### config.mk
export PLATFORM = sky130hd
export DESIGN_NAME = dtq_divider
export DESIGN_NICKNAME = d
export VERILOG_FILES = /design/src/rtl/deadline_timer_queue_unit_macros.svh /design/src/rtl/dtq_pkg.sv /design/src/rtl/dtq_divider.sv
export SDC_FILE = /design/constraint.sdc
export NUM_CORES = 1
export LEC_CHECK = 0
export ABC_AREA = 1
export BUFFER_PORTS_ARGS = -buffer_cell sky130_fd_sc_hd__buf_2
export CAP_MARGIN = 20
export CORE_UTILIZATION = 32
export CTS_CLUSTER_SIZE = 20
export DETAILED_ROUTE_END_ITERATION = 7
export MAX_ROUTING_LAYER = met4
export PLACE_DENSITY = 0.44
export SLEW_MARGIN = 5
export SYNTH_ARGS = -nofsm -noshare
export SYNTH_HDL_FRONTEND = slang
export SYNTH_SLANG_ARGS = --single-unit
### constraint.sdc
create_clock -name clk_i -period 8.1 [get_ports clk_i]
set_clock_uncertainty 0.2 [all_clocks]
set_input_delay 0.81 -clock clk_i [delete_from_list [all_inputs] [get_ports clk_i]]
set_output_delay 0.81 -clock clk_i [all_outputs]
set_load 0.01 [all_outputs]
### src/rtl/deadline_timer_queue_unit_macros.svh
// Assertion macros for the deadline timer queue RTL.
// Included by the modules that carry concurrent assertions; no dependencies.
`ifndef DEADLINE_TIMER_QUEUE_UNIT_MACROS_SVH
`define DEADLINE_TIMER_QUEUE_UNIT_MACROS_SVH

// Clocked assertion with an explicit clock and active-low reset.
`define DTQ_ASSERT(label, clk, rst_n, prop, msg) \
  label: assert property (@(posedge clk) disable iff (!rst_n) prop) else $error(msg);

// Same, on the standard clk_i / rst_ni pair.
`define DTQ_ASSERT_STD(label, prop, msg) \
  `DTQ_ASSERT(label, clk_i, rst_ni, prop, msg)

`endif

### src/rtl/dtq_pkg.sv
// Shared types and constants of the deadline timer queue.
// No dependencies; imported by every RTL module of the block.
package dtq_pkg;

  localparam int unsigned QueueDepth   = 64;
  localparam int unsigned IdxW         = $clog2(QueueDepth);
  localparam int unsigned CntW         = IdxW + 1;
  localparam int unsigned MaxTimeoutMs = 100;
  localparam int unsigned TimeoutW     = $clog2(MaxTimeoutMs + 1);
  localparam int unsigned TickW        = 63;
  localparam int unsigned KeyW         = 32;
  localparam int unsigned HandleW      = 32;
  localparam int unsigned LenW         = 31;
  localparam int unsigned StampW       = 32;
  localparam int unsigned CfgW         = 32;
  localparam int unsigned DivStepW     = $clog2(TickW);

  typedef enum logic [2:0] {
    OpPostDelay = 3'd0,
    OpPostDue   = 3'd1,
    OpResched   = 3'd2,
    OpCollect   = 3'd3,
    OpTimeout   = 3'd4
  } opcode_e;

  typedef enum logic [2:0] {
    StsQueued      = 3'd0,
    StsDispatch    = 3'd1,
    StsNothingDue  = 3'd2,
    StsFullDropped = 3'd3,
    StsKeyNotFound = 3'd4,
    StsTimeout     = 3'd5
  } status_e;

  typedef enum logic [0:0] {
    CfgTicksPerUs = 1'b0,
    CfgTicksPerMs = 1'b1
  } cfg_idx_e;

  typedef enum logic [2:0] {
    StIdle,
    StMul,
    StInsert,
    StScan,
    StDecide,
    StRemRd,
    StRemWr,
    StDivWait
  } state_e;

  typedef struct packed {
    logic [TickW-1:0]   due;
    logic [KeyW-1:0]    key;
    logic [HandleW-1:0] handle;
    logic [LenW-1:0]    length;
    logic [StampW-1:0]  stamp;
  } entry_t;

  typedef struct packed {
    logic             start;
    logic [TickW-1:0] dividend;
    logic [CfgW-1:0]  divisor;
  } div_req_t;

  typedef struct packed {
    logic                done;
    logic [TimeoutW-1:0] quot;
  } div_rsp_t;

endpackage

### src/rtl/dtq_divider.sv
// Bit-serial restoring divider for the timeout query: ceil(dividend / divisor),
// clamped to MaxTimeoutMs. Depends on dtq_pkg.
module dtq_divider
  import dtq_pkg::*;
(
  input  logic     clk_i,
  input  logic     rst_ni,
  input  div_req_t req_i,
  output div_rsp_t rsp_o
);

  logic                busy_q, busy_d;
  logic                fin_q, fin_d;
  logic                done_q, done_d;
  logic [DivStepW-1:0] step_q, step_d;
  logic [TickW-1:0]    dvd_q, dvd_d;
  logic [TickW-1:0]    quo_q, quo_d;
  logic [CfgW-1:0]     rem_q, rem_d;
  logic [CfgW-1:0]     dvs_q, dvs_d;
  logic [TimeoutW-1:0] quot_q, quot_d;
  logic [CfgW:0]       rem_sh;
  logic [CfgW:0]       rem_sub;
  logic                fits;

  assign rem_sh  = {rem_q, dvd_q[TickW-1]};
  assign rem_sub = rem_sh - {1'b0, dvs_q};
  assign fits    = rem_sh >= {1'b0, dvs_q};

  always_comb begin
    busy_d = busy_q;
    fin_d  = 1'b0;
    done_d = 1'b0;
    step_d = step_q;
    dvd_d  = dvd_q;
    quo_d  = quo_q;
    rem_d  = rem_q;
    dvs_d  = dvs_q;
    quot_d = quot_q;
    if (req_i.start) begin
      busy_d = 1'b1;
      step_d = DivStepW'(TickW - 1);
      dvd_d  = req_i.dividend;
      dvs_d  = req_i.divisor;
      quo_d  = '0;
      rem_d  = '0;
    end else if (busy_q) begin
      // one quotient bit per cycle
      dvd_d = {dvd_q[TickW-2:0], 1'b0};
      quo_d = {quo_q[TickW-2:0], fits};
      rem_d = fits ? rem_sub[CfgW-1:0] : rem_sh[CfgW-1:0];
      step_d = step_q - DivStepW'(1);
      if (step_q == '0) begin
        busy_d = 1'b0;
        fin_d  = 1'b1;
      end
    end
    if (fin_q) begin
      done_d = 1'b1;
      if (quo_q >= TickW'(MaxTimeoutMs)) begin
        quot_d = TimeoutW'(MaxTimeoutMs);
      end else begin
        quot_d = quo_q[TimeoutW-1:0] + TimeoutW'(rem_q != '0);
      end
    end
  end

  always_ff @(posedge clk_i or negedge rst_ni) begin
    if (!rst_ni) begin
      busy_q <= 1'b0;
      fin_q  <= 1'b0;
      done_q <= 1'b0;
      step_q <= '0;
    end else begin
      busy_q <= busy_d;
      fin_q  <= fin_d;
      done_q <= done_d;
      step_q <= step_d;
    end
  end

  always_ff @(posedge clk_i) begin
    dvd_q  <= dvd_d;
    quo_q  <= quo_d;
    rem_q  <= rem_d;
    dvs_q  <= dvs_d;
    quot_q <= quot_d;
  end

  assign rsp_o.done = done_q;
  assign rsp_o.quot = quot_q;

endmodule
# Yosys cells after proc, flatten, opt, wreduce, memory -nomap -nowiden
# Cells that the tools add are included.
# Widths: inputs -> output; s select.
# classes
n_addsub,3
n_lt_le_gt_ge,2
mux,12
reduce_logical,3
# ops
cell,count
$mux 63,2
$ge 63x7->1 const B,1
$ge 33x32->1,1
$mux 32,1
$reduce_bool 32->1,1
$sub 32x32->32,1
$mux 6,2
$add 7x1->7,1
$mux 1,7
$logic_not 6->1,1
$sub 6x1->6 const B,1
$reduce_bool 2->1,1
# word_totals
regBits,206
in_bits,98
word_cells,29

# Logic depth before layout (Yosys ltp)
# logic_depth
ltp_word,4
ltp_mapped,18

# Worst setup path before layout
# Ideal clock, no wire load.
# synth_path
kind,input to register
from,in req_i[95] (netlist name)
to,reg dvd_q[0] (enable)
arrival_time_ns,3.134
required_time_ns,7.448
path_slack_ns,4.314
stages,4
path_buffers,2
cell_sequence,clkbuf_1 -> nor2_1 -> inv_2 -> clkbuf_1
# synth_via
elab_chain_cells,1
# synth_rtl
element,line,source
from (decl),dtq_divider.sv:8,"input div_req_t req_i,"
$reduce_bool 2->1 (no line),n/a,
to (signal assigned),dtq_divider.sv:82,dvd_q <= dvd_d;
to (decl),dtq_divider.sv:16,"logic [TickW-1:0] dvd_q, dvd_d;"
# No other way between the ends.
# A chain may end at the register's enable or synchronous reset.

# Final worst setup path
# layout_path
from,reg rem_q[29]
to,reg rem_q[18]
# layout_via
elab_chain_cells,2
# layout_rtl
element,line,source
from (decl),dtq_divider.sv:18,"logic [CfgW-1:0] rem_q, rem_d;"
from (signal assigned),dtq_divider.sv:84,rem_q <= rem_d;
$ge 33x32->1,dtq_divider.sv:27,"assign fits = rem_sh >= {1'b0, dvs_q};"
$mux 32,dtq_divider.sv:50,rem_d = fits ? rem_sub[CfgW-1:0] : rem_sh[CfgW-1:0];
# No other way between the ends.

==> results.sh <==
export IMPL_clock_latency_ns=0.54
export IMPL_tns_ns=0
export IMPL_reg2reg_from="rem_q[29]"
export IMPL_netlist_area_leader_share=0.285
export IMPL_viasPerCell=4.57
export IMPL_drc=0
export IMPL_p_per_area_nw_per_um2=303
export IMPL_min_path_type="in -> reg"
export IMPL_layoutNonFillerInstCount=1924
export IMPL_vias=8795
export IMPL_wl_per_cell_um=14.3
export IMPL_gp_congestion=0.873
export IMPL_hold_violations=0
export IMPL_crit_type="reg -> reg"
export IMPL_synthArstFlopShare=0.0437
export IMPL_drive_above_1_share=0.135
export IMPL_fillerInstances=3555
export IMPL_antenna_found_initial=3
export IMPL_syn_cell_area_sq_um=10700
export IMPL_wirelength_um=27400
export IMPL_max_vdd_ir_drop_v=0.000159
export IMPL_start_util=0.328
export IMPL_synth_cell_types=45
export IMPL_power_mw=3.79
export IMPL_grt_ovfl_total=0
export IMPL_status="finished clean"
export IMPL_fin_crit_ns=3.19
export IMPL_rows=66
export IMPL_cts_made_buffers=25
export IMPL_clockBufferDepth=3
export IMPL_synthCells=1368
export IMPL_pin_count=106
export IMPL_max_cap_violations=0
export IMPL_path_max_fanout=35
export IMPL_avgSynthCellArea_sq_um=7.85
export IMPL_p_leak_nw=6.04
export IMPL_yosysMostFrequentCell="nand2_1"
export IMPL_relSlewSlack=0.294
export IMPL_synth_seq_area_share=0.483
export IMPL_drt_initial_drc_count=451
export IMPL_grt_pass1_wl_um=44300
export IMPL_firstDrtPassIters=4
export IMPL_synth_edff_count=102
export IMPL_crit_path_start_kind="flip-flop"
export IMPL_worstPathRequired_ns=8.29
export IMPL_synth_area_top_cells="edfxtp_1 29%, dfxtp_1 18%, nand2_1 16%"
export IMPL_ys_seq_elements=206
export IMPL_nets=1595
export IMPL_core_area_sq_um=32800
export IMPL_dpl_hpwl_um=19700
export IMPL_cts_tree="done"
export IMPL_place_area_sq_um=11600
export IMPL_rsz0062_at_grt="false"
export IMPL_syn2layout_area_growth_pct=16.3
export IMPL_cts_resized=0
export IMPL_grt_pass1_vias=8703
export IMPL_finalSetupViolations=0
export IMPL_ys_flop_type="edfxtp_1"
export IMPL_startpoint="rem_q[29]"
export IMPL_worst_pin_slew_ns=1.05
export IMPL_grt_max_degree=90
export IMPL_synth_commonest_cells="470 x nand2_1, 223 x inv_1, 102 x edfxtp_1"
export IMPL_io_buffer_count=105
export IMPL_dp_cells=1874
export IMPL_cts_sinks=206
export IMPL_die_area_sq_um=34300
export IMPL_post_route_period_util=0.394
export IMPL_clk_pin_slew_worst_paths_ns=0.06
export IMPL_post_route_cell_area_sq_um=12500
export IMPL_track_usage=0.168
export IMPL_die_w_um=185
export IMPL_fmax_ghz=0.314
export IMPL_cts_root_buf="clkbuf_16"
export IMPL_die_y_um=185
export IMPL_yosysTopAreaCell="edfxtp_1"
export IMPL_hp_start="req_i[18]"
export IMPL_critical_path_arrival_ns=3.38
export IMPL_yosysWarnings=0
export IMPL_holdWs_ns=0.242
export IMPL_slew_viol_final=0
export IMPL_htreeDepth=1
export IMPL_ant_nets=0
export IMPL_synth_nets=1503
export IMPL_end_kind="flip-flop"
==> metal layers <==
metal,vias up,routed length [um],track usage
li1,4603,-,-
met1,4003,12900,0.217
met2,145,12600,0.268
met3,44,1250,0.0265
met4,0,722,0.0516
met5,-,0,-
==> cell families (layout without fill, tap and decap cells) <==
group	count (synthesis)	count (layout)	share of synthesized area
and+or+nand+nor	713	713	0.292
AOI/OAI and AO/OA	123	123	0.0685
other	0	3	0
DFF	206	206	0.483
adders and majority gates	37	37	0.0438
buffers and inverters	277	388	0.103
xor gates and xnor gates	12	12	0.00978
==> layout by cell type, fill, tap and decap left out, types with 15 or more instances in the layout <==
master,instances
o21ai_0,15
clkbuf_16,27
dfxtp_1,95
edfxtp_1,102
nor2_1,68
buf_2,104
nand3_1,66
inv_1,223
o22ai_1,60
nor4_1,23
ha_1,36
nand4_1,36
a21oi_1,32
nand3_2,16
nand2_1,470
==> final timing paths <==
check	to	slack, ns	cells past startpoint
max	rem_q[18]	4.91	13
min	dvs_q[18]	0.24	1
max reg2reg	rem_q[18]	4.91	13
min reg2reg	quo_q[62]	0.28	2
max in group asynchronous	fin_q	7.00	2
min in group asynchronous	step_q[1]	0.51	2
==> final cells by class <==
cell class / count / area, sq um / area share
antenna: 3 / 7.51 / 0.000601
timing repair buffer: 112 / 583 / 0.0467
inverter: 230 / 866 / 0.0693
tap: 442 / 553 / 0.0443
sequential: 206 / 5190 / 0.415
clock inverter: 7 / 53.8 / 0.00431
clock buffer: 39 / 791 / 0.0633
multi-input combinational: 885 / 4450 / 0.356
==> registers in the layout, summed over array words and instances (netlist names) <==
signal,flops
quot_q,7
fin_q,1
busy_q,1
quo_q,63
dvs_q,32
dvd_q,63
done_q,1
rem_q,32
step_q,6
==> power by group <==
group / switching, mW / total, mW / leakage (nW) / internal (mW)
sequential: 0.109 / 1.33 / 1.94 / 1.22
clock: 0.446 / 1.12 / 0.423 / 0.674
combinational: 0.885 / 1.34 / 3.68 / 0.453
==> metrics by stage <==
| step | utilization | setup WS (ns) |
|---|---|---|
| floorplan | - | 4.31 |
| global placement | 0.355 | 4.68 |
| detailed placement | 0.355 | 4.59 |
| CTS | 0.381 | 4.91 |
| global route | 0.381 | 4.69 |
| finish | 0.381 | 4.91 |
==> critical path, stage by stage, from the launching register on <==
cell and delay [ns]:
dfxtp_1 0.35, ha_1 0.42, nand2_1 0.16, inv_2 0.04, nand2_2 0.11, inv_1 0.05
a21oi_1 0.17, nand2_1 0.11, nor2_4 0.62, nand2_8 0.32, nand2_4 0.22, nor2_1 0.05
nor2_1 0.11, nor2_1 0.04
==> timing repair <==
| action | 4_1_cts | 5_1_grt |
|---|---|---|
| hold buffers | 1 | 0 |
| setup buffers | 0 | 0 |
| setup endpoints to repair | 0 | 0 |
| hold endpoints to repair | 9 | 0 |
Note: power is estimated with default switching activity, not from simulation.
